File: src/hdl/pfa_pkg.sv
// pfa_pkg: shared types, codes and widths for the paged frame allocator.
// No dependencies; imported by every module of the block.
`timescale 1ns / 1ps

package pfa_pkg;

  // Fixed field widths of the ports
  localparam int OP_W      = 2;
  localparam int PID_W     = 4;
  localparam int SIZE_W    = 19;
  localparam int PAGE_W    = 6;
  localparam int ST_W      = 2;
  localparam int FRAME_W   = 8;
  localparam int COUNT_W   = 7;
  localparam int PS_W      = 13;
  localparam int FC_W      = 9;
  localparam int CFG_W     = 13;
  localparam int CFG_IDX_W = 1;

  // Default storage sizes
  localparam int NUM_FRAMES_DEF         = 256;
  localparam int MAX_PROCS_DEF          = 16;
  localparam int MAX_PAGES_PER_PROC_DEF = 64;

  // Frame map is scanned one chunk of frames per cycle; the scan stays on a chunk while it still yields a free frame
  localparam int SCAN_W  = 16;
  localparam int SCAN_IW = 4;

  localparam logic [PS_W-1:0] PAGE_SIZE_RST   = 13'd256;
  localparam logic [PS_W-1:0] PAGE_SIZE_MAX   = 13'd4096;
  localparam logic [FC_W-1:0] FRAME_COUNT_RST = 9'd256;

  // Operations
  localparam logic [OP_W-1:0] OP_CREATE    = 2'd0;
  localparam logic [OP_W-1:0] OP_REMOVE    = 2'd1;
  localparam logic [OP_W-1:0] OP_RESIZE    = 2'd2;
  localparam logic [OP_W-1:0] OP_TRANSLATE = 2'd3;

  // Result status codes
  localparam logic [ST_W-1:0] ST_OK       = 2'd0;
  localparam logic [ST_W-1:0] ST_NOFRAME  = 2'd1;
  localparam logic [ST_W-1:0] ST_NOTFOUND = 2'd2;

  // Configuration register indexes
  localparam logic [CFG_IDX_W-1:0] REG_PAGE_SIZE   = 1'b0;
  localparam logic [CFG_IDX_W-1:0] REG_FRAME_COUNT = 1'b1;

  // Controller -> datapath commands
  typedef struct packed {
    logic load_in;
    logic open_op;
    logic fail;
    logic tgt_zero;
    logic start_div;
    logic tgt_div;
    logic shrink_step;
    logic grow_reset;
    logic grow_step;
    logic no_frame;
    logic commit;
    logic xlate;
    logic out_load;
  } pfa_cmd_t;

  // Datapath -> controller status
  typedef struct packed {
    logic [OP_W-1:0] op;
    logic            pid_ok;
    logic            present;
    logic            div_done;
    logic            have_gt;
    logic            have_lt;
    logic            free_pend;
    logic            grow_end;
  } pfa_sts_t;

  // Lowest set bit of a scan chunk
  function automatic logic [SCAN_IW-1:0] first_one(input logic [SCAN_W-1:0] v);
    logic [SCAN_IW-1:0] idx;
    idx = '0;
    for (int i = SCAN_W - 1; i >= 0; i--) begin
      if (v[i]) idx = SCAN_IW'(i);
    end
    return idx;
  endfunction

endpackage

File: src/hdl/pfa_ctrl.sv
// pfa_ctrl: request sequencer of the paged frame allocator.
// Drives datapath commands from its status; owns the handshakes. Uses pfa_pkg.
`timescale 1ns / 1ps

module pfa_ctrl
  import pfa_pkg::*;
(
  input  logic     clk,
  input  logic     rst_n,
  input  logic     in_valid,
  output logic     in_stall,
  output logic     out_valid,
  input  logic     out_stall,
  input  pfa_sts_t sts,
  output pfa_cmd_t cmd
);

  typedef enum logic [2:0] {
    S_IDLE,
    S_DECODE,
    S_DIV,
    S_SHRINK,
    S_GROW,
    S_XLATE,
    S_DONE
  } state_t;

  state_t state_r, state_nxt;
  logic   out_valid_r;

  always_comb begin
    cmd       = '0;
    state_nxt = state_r;
    case (state_r)
      S_IDLE: begin
        if (in_valid) begin
          cmd.load_in = 1'b1;
          state_nxt   = S_DECODE;
        end
      end
      S_DECODE: begin
        cmd.open_op = 1'b1;
        if (!sts.pid_ok) begin
          cmd.fail  = 1'b1;
          state_nxt = S_DONE;
        end else if (sts.op == OP_CREATE) begin
          cmd.tgt_zero = 1'b1;
          state_nxt    = S_SHRINK;
        end else if (!sts.present) begin
          cmd.fail  = 1'b1;
          state_nxt = S_DONE;
        end else if (sts.op == OP_REMOVE) begin
          cmd.tgt_zero = 1'b1;
          state_nxt    = S_SHRINK;
        end else if (sts.op == OP_RESIZE) begin
          cmd.start_div = 1'b1;
          state_nxt     = S_DIV;
        end else begin
          state_nxt = S_XLATE;
        end
      end
      S_DIV: begin
        if (sts.div_done) begin
          cmd.tgt_div = 1'b1;
          state_nxt   = S_SHRINK;
        end
      end
      S_SHRINK: begin
        if (sts.have_gt) begin
          cmd.shrink_step = 1'b1;
        end else if (!sts.free_pend) begin
          if (sts.op == OP_RESIZE) begin
            cmd.grow_reset = 1'b1;
            state_nxt      = S_GROW;
          end else begin
            cmd.commit = 1'b1;
            state_nxt  = S_DONE;
          end
        end
      end
      S_GROW: begin
        if (!sts.have_lt) begin
          cmd.commit = 1'b1;
          state_nxt  = S_DONE;
        end else if (sts.grow_end) begin
          cmd.no_frame = 1'b1;
          cmd.commit   = 1'b1;
          state_nxt    = S_DONE;
        end else begin
          cmd.grow_step = 1'b1;
        end
      end
      S_XLATE: begin
        cmd.xlate = 1'b1;
        state_nxt = S_DONE;
      end
      S_DONE: begin
        if (!out_valid_r || !out_stall) begin
          cmd.out_load = 1'b1;
          state_nxt    = S_IDLE;
        end
      end
      default: state_nxt = S_IDLE;
    endcase
  end

  always_ff @(posedge clk) begin
    if (!rst_n) begin
      state_r     <= S_IDLE;
      out_valid_r <= 1'b0;
    end else begin
      state_r <= state_nxt;
      if (cmd.out_load) out_valid_r <= 1'b1;
      else if (!out_stall) out_valid_r <= 1'b0;
    end
  end

  assign in_stall  = state_r != S_IDLE;
  assign out_valid = out_valid_r;

endmodule

File: config.mk
export PLATFORM = sky130hd
export DESIGN_NAME = pfa_ctrl
export DESIGN_NICKNAME = d
export VERILOG_FILES = /design/src/hdl/pfa_pkg.sv /design/src/hdl/pfa_ctrl.sv
export SDC_FILE = /design/constraint.sdc
export NUM_CORES = 1
export LEC_CHECK = 0
export BUFFER_PORTS_ARGS = -buffer_cell sky130_fd_sc_hd__buf_2
export CAP_MARGIN = 5
export CORE_MARGIN = 2
export CORE_UTILIZATION = 38
export CTS_CLUSTER_SIZE = 8
export DETAILED_ROUTE_END_ITERATION = 16
export HOLD_SLACK_MARGIN = 0.06
export PLACE_DENSITY = 0.81
export RECOVER_POWER = 50
export SETUP_SLACK_MARGIN = 0.3
export SYNTH_ARGS = -nofsm -noshare
export SYNTH_HDL_FRONTEND = slang
export SYNTH_SLANG_ARGS = --single-unit
File: constraint.sdc
create_clock -name clk -period 1.5 [get_ports clk]
set_input_delay 0.15 -clock clk [delete_from_list [all_inputs] [get_ports clk]]
set_output_delay 0.15 -clock clk [all_outputs]
set_load 0.02 [all_outputs]
==> summary.txt <==
Run status
  – Outcome: complete, but fails checks
  – Failing checks: negative setup slack

Clocking
  – CTS tree: yes
  – H-tree levels: 1
  – Clock Latency Late Sink: 0.25 ns
  – Clock transition at the registers of the reported paths: ~0.04 ns
  – Clock sink count: 4
  – Clock Tree Buf Depth: 2
  – Total CTS buffers: 3
  – Root Driver: clkbuf_4

Critical path
  – Crit path capture: state_r[1]
  – Startpoint types: flip-flop
  – CP Buf/Inv Count: 2
  – Worst path required time: 1.63 ns
  – Crit. End Element: flip-flop
  – Slowest CP cell: dfxtp_4
  – R2R Path Start: state_r[1]
  – Worst Setup SP: state_r[1]
  – RR Endpoint: state_r[1]
  – Reg2Reg Depth: 6
  – Number of cells on the critical path: 6
  – CP Max Fanout: 4
  – CP Cell Sequence: buf_6 > buf_4 > nand3b_1 > o32ai_4 > or2_1 > o311a_1
  – Crit path max-delay family: compound AO/OA/AOI/OAI gates
  – WP data arrival: roughly 1.8 ns
  – R2R setup slack: -0.13 ns
  – Kind of critical path: flip-flop to flip-flop
  – CP peak stage delay: 0.35 ns

Timing
  – RSZ-0062 raised after global routing: yes
  – Slew Limit Fails: 0
  – Slew HR: 75.7%
  – Final Hold Fails: 0
  – Min cycle time layout: 1.63 ns
  – Final setup fails: 9
  – Setup TNS: -0.549 ns
  – Fin crit share: 109%
  – Hold slack: 0.153 ns
  – Clock skew: 0.00206 ns
  – Slew @ Worst Pin: 0.363 ns
  – FMAX: approximately 0.61 GHz
  – Worst Setup Slack, final: -0.134 ns

Drt
  – First DRT Iteration DRCs: 28
  – Via count: 691
  – Vias per cell: 5.53
  – Final WL: 2060 um
  – DRC violations left: 0
  – DR pass1 iterations: 4
  – Drt wl/cell: 16.4 um
  – Final ANT Viol Nets: 0

Flow run
  – # Max-Cap Violations: 0

Die
  – DIE AREA: 1610 um^2
  – Die X: 40.2 um
  – Chip height: 40.2 um
  – Core ar.: between 1000 and 1500 um^2
  – Ports: 28
  – Initial Util: around 40%
  – # rows: 13

Placement
  – Routability congestion estimate from global placement: 0.778
  – Detailed placement HPWL: approximately 1100 um
  – Area after DPL: 751 um^2
  – Port Buffers: 27

Global routing
  – GRT Residual Overflow: 0
  – Vias in the first global route: 625
  – First-pass GRT wire length: 2600 um
  – Largest net degree at the start of global routing: 9
  – Antenna violations before repair: 0
  – Gr usage total: 24.7%

Yosys
  – YS warnings: 0
  – Distinct cell type count after synthesis: 33
  – Share of the synthesized area in the top cell type: between 15 and 20%
  – Cell taking the most area after synthesis: dfxtp_1
  – Sequential-to-total area share from yosys stat: 16.1%
  – Register bit count reported by yosys: 4
  – Most frequent cells after synthesis: 6 x nand2_1, 6 x nor2_1, 5 x a21oi_1
  – Post-Syn Nets: 80
  – Async SR Flop Fraction: 0%
  – EDFF count, synth: 0
  – Predominant post-synthesis flop cell: dfxtp_1
  – Cells after Synth: 64
  – Synth area leaders: dfxtp_1 16%, ha_1 7.6%, a21oi_1 5.0%
  – Mean area per synthesized cell: 7.76 um^2
  – Post-synthesis cell area: 497 um^2

Finish
  – Antenna Cells: 0
  – Final #Nets: 128
  – Layout cell share with drive strength beyond 1: between 60% and 70%
  – Post-Layout Inst Area: 1040 um^2
  – Final core utilization: 82.7%
  – Area delta synth->final: 109%

Power
  – Tot Pwr: approximately 1.9 mW
  – Pwr/cell area: 1800 nW/um^2
  – Leakage: 0.463 nW
  – VDD IR max: 0.981 mV

Hold path
  – Path category of the worst min-delay check: input port to flip-flop
flip-flops by register name (all words and copies together), names as in the netlist:
name and flops:
out_valid 1, state_r 3
worst min path at each step:
stage	to	cells past startpoint	slack (ns)	startpoint
finish	state_r[0]	2	0.15	rst_n
floorplan	state_r[0]	1	0.27	rst_n
detailed placement	state_r[0]	2	0.41	rst_n
global route	state_r[0]	2	0.16	rst_n
global placement	state_r[0]	2	0.41	rst_n
CTS	state_r[0]	2	0.16	rst_n
per-stage QoR:
stage / instances / setup slack (ns)
after floorplan: 64 / 0.0278
after global placement: 111 / 0.000345
after detailed placement: 111 / -0.0366
after CTS: 120 / -0.0814
after global routing: 125 / -0.166
final: 125 / -0.134
metal layers:
| metal | track usage (%) | routed length [um] | share of wire [%] | vias up |
|---|---|---|---|---|
| met2 | 51.6 | 1150 | 56 | 29 |
| met5 | 0 | 0 | 0 | - |
| met1 | 23.4 | 750 | 36 | 335 |
| met4 | 8.62 | 41 | 2.0 | 0 |
| met3 | 3.33 | 118 | 5.7 | 4 |
| li1 | - | - | - | 323 |
kinds of logic (layout without fill, tap and decap cells):
group | count (synthesis) | in the layout | synth area share, %
AOI/OAI and AO/OA | 16 | 16 | 24.4
muxes | 1 | 1 | 3.02
and+or+nand+nor | 33 | 33 | 40.6
DFF | 4 | 4 | 16.1
buffers and inverters | 7 | 53 | 8.31
adders and majority gates | 3 | 3 | 7.56
layout by cell type (no fill, tap or decap), types with 3 or more instances in the layout:
cell type,n
nand2_1,5
a21oi_1,4
buf_4,14
dfxtp_4,3
nor2_4,3
buf_6,17
clkbuf_4,3
buf_2,12
nor2_1,3
power by group:
part | internal [mW] | total [mW] | switching (mW)
combinational | 0.816 | 1.47 | 0.654
clock | 0.0905 | 0.149 | 0.0588
sequential | 0.172 | 0.250 | 0.0779
total | 1.08 | 1.87 | 0.791
layout make-up:
| cell class | count | area [um^2] |
|---|---|---|
| repair buffers | 46 | 369 |
| multi-input cells | 53 | 519 |
| inverters | 4 | 15.0 |
| flip-flops and latches | 4 | 91.3 |
| fillers | 73 | 216 |
| clock buffers | 3 | 22.5 |
| well taps | 15 | 18.8 |
timing repair:
item                                   4_1_cts  5_1_grt
endpoints found under the hold margin        0        0
setup endpoints to repair                   17       17
buffers inserted                             6        5
hold buffers                                 0        0
pin swaps                                   14        2
resized for setup                           42        7
No activity file was read; power rests on OpenSTA's default activity.
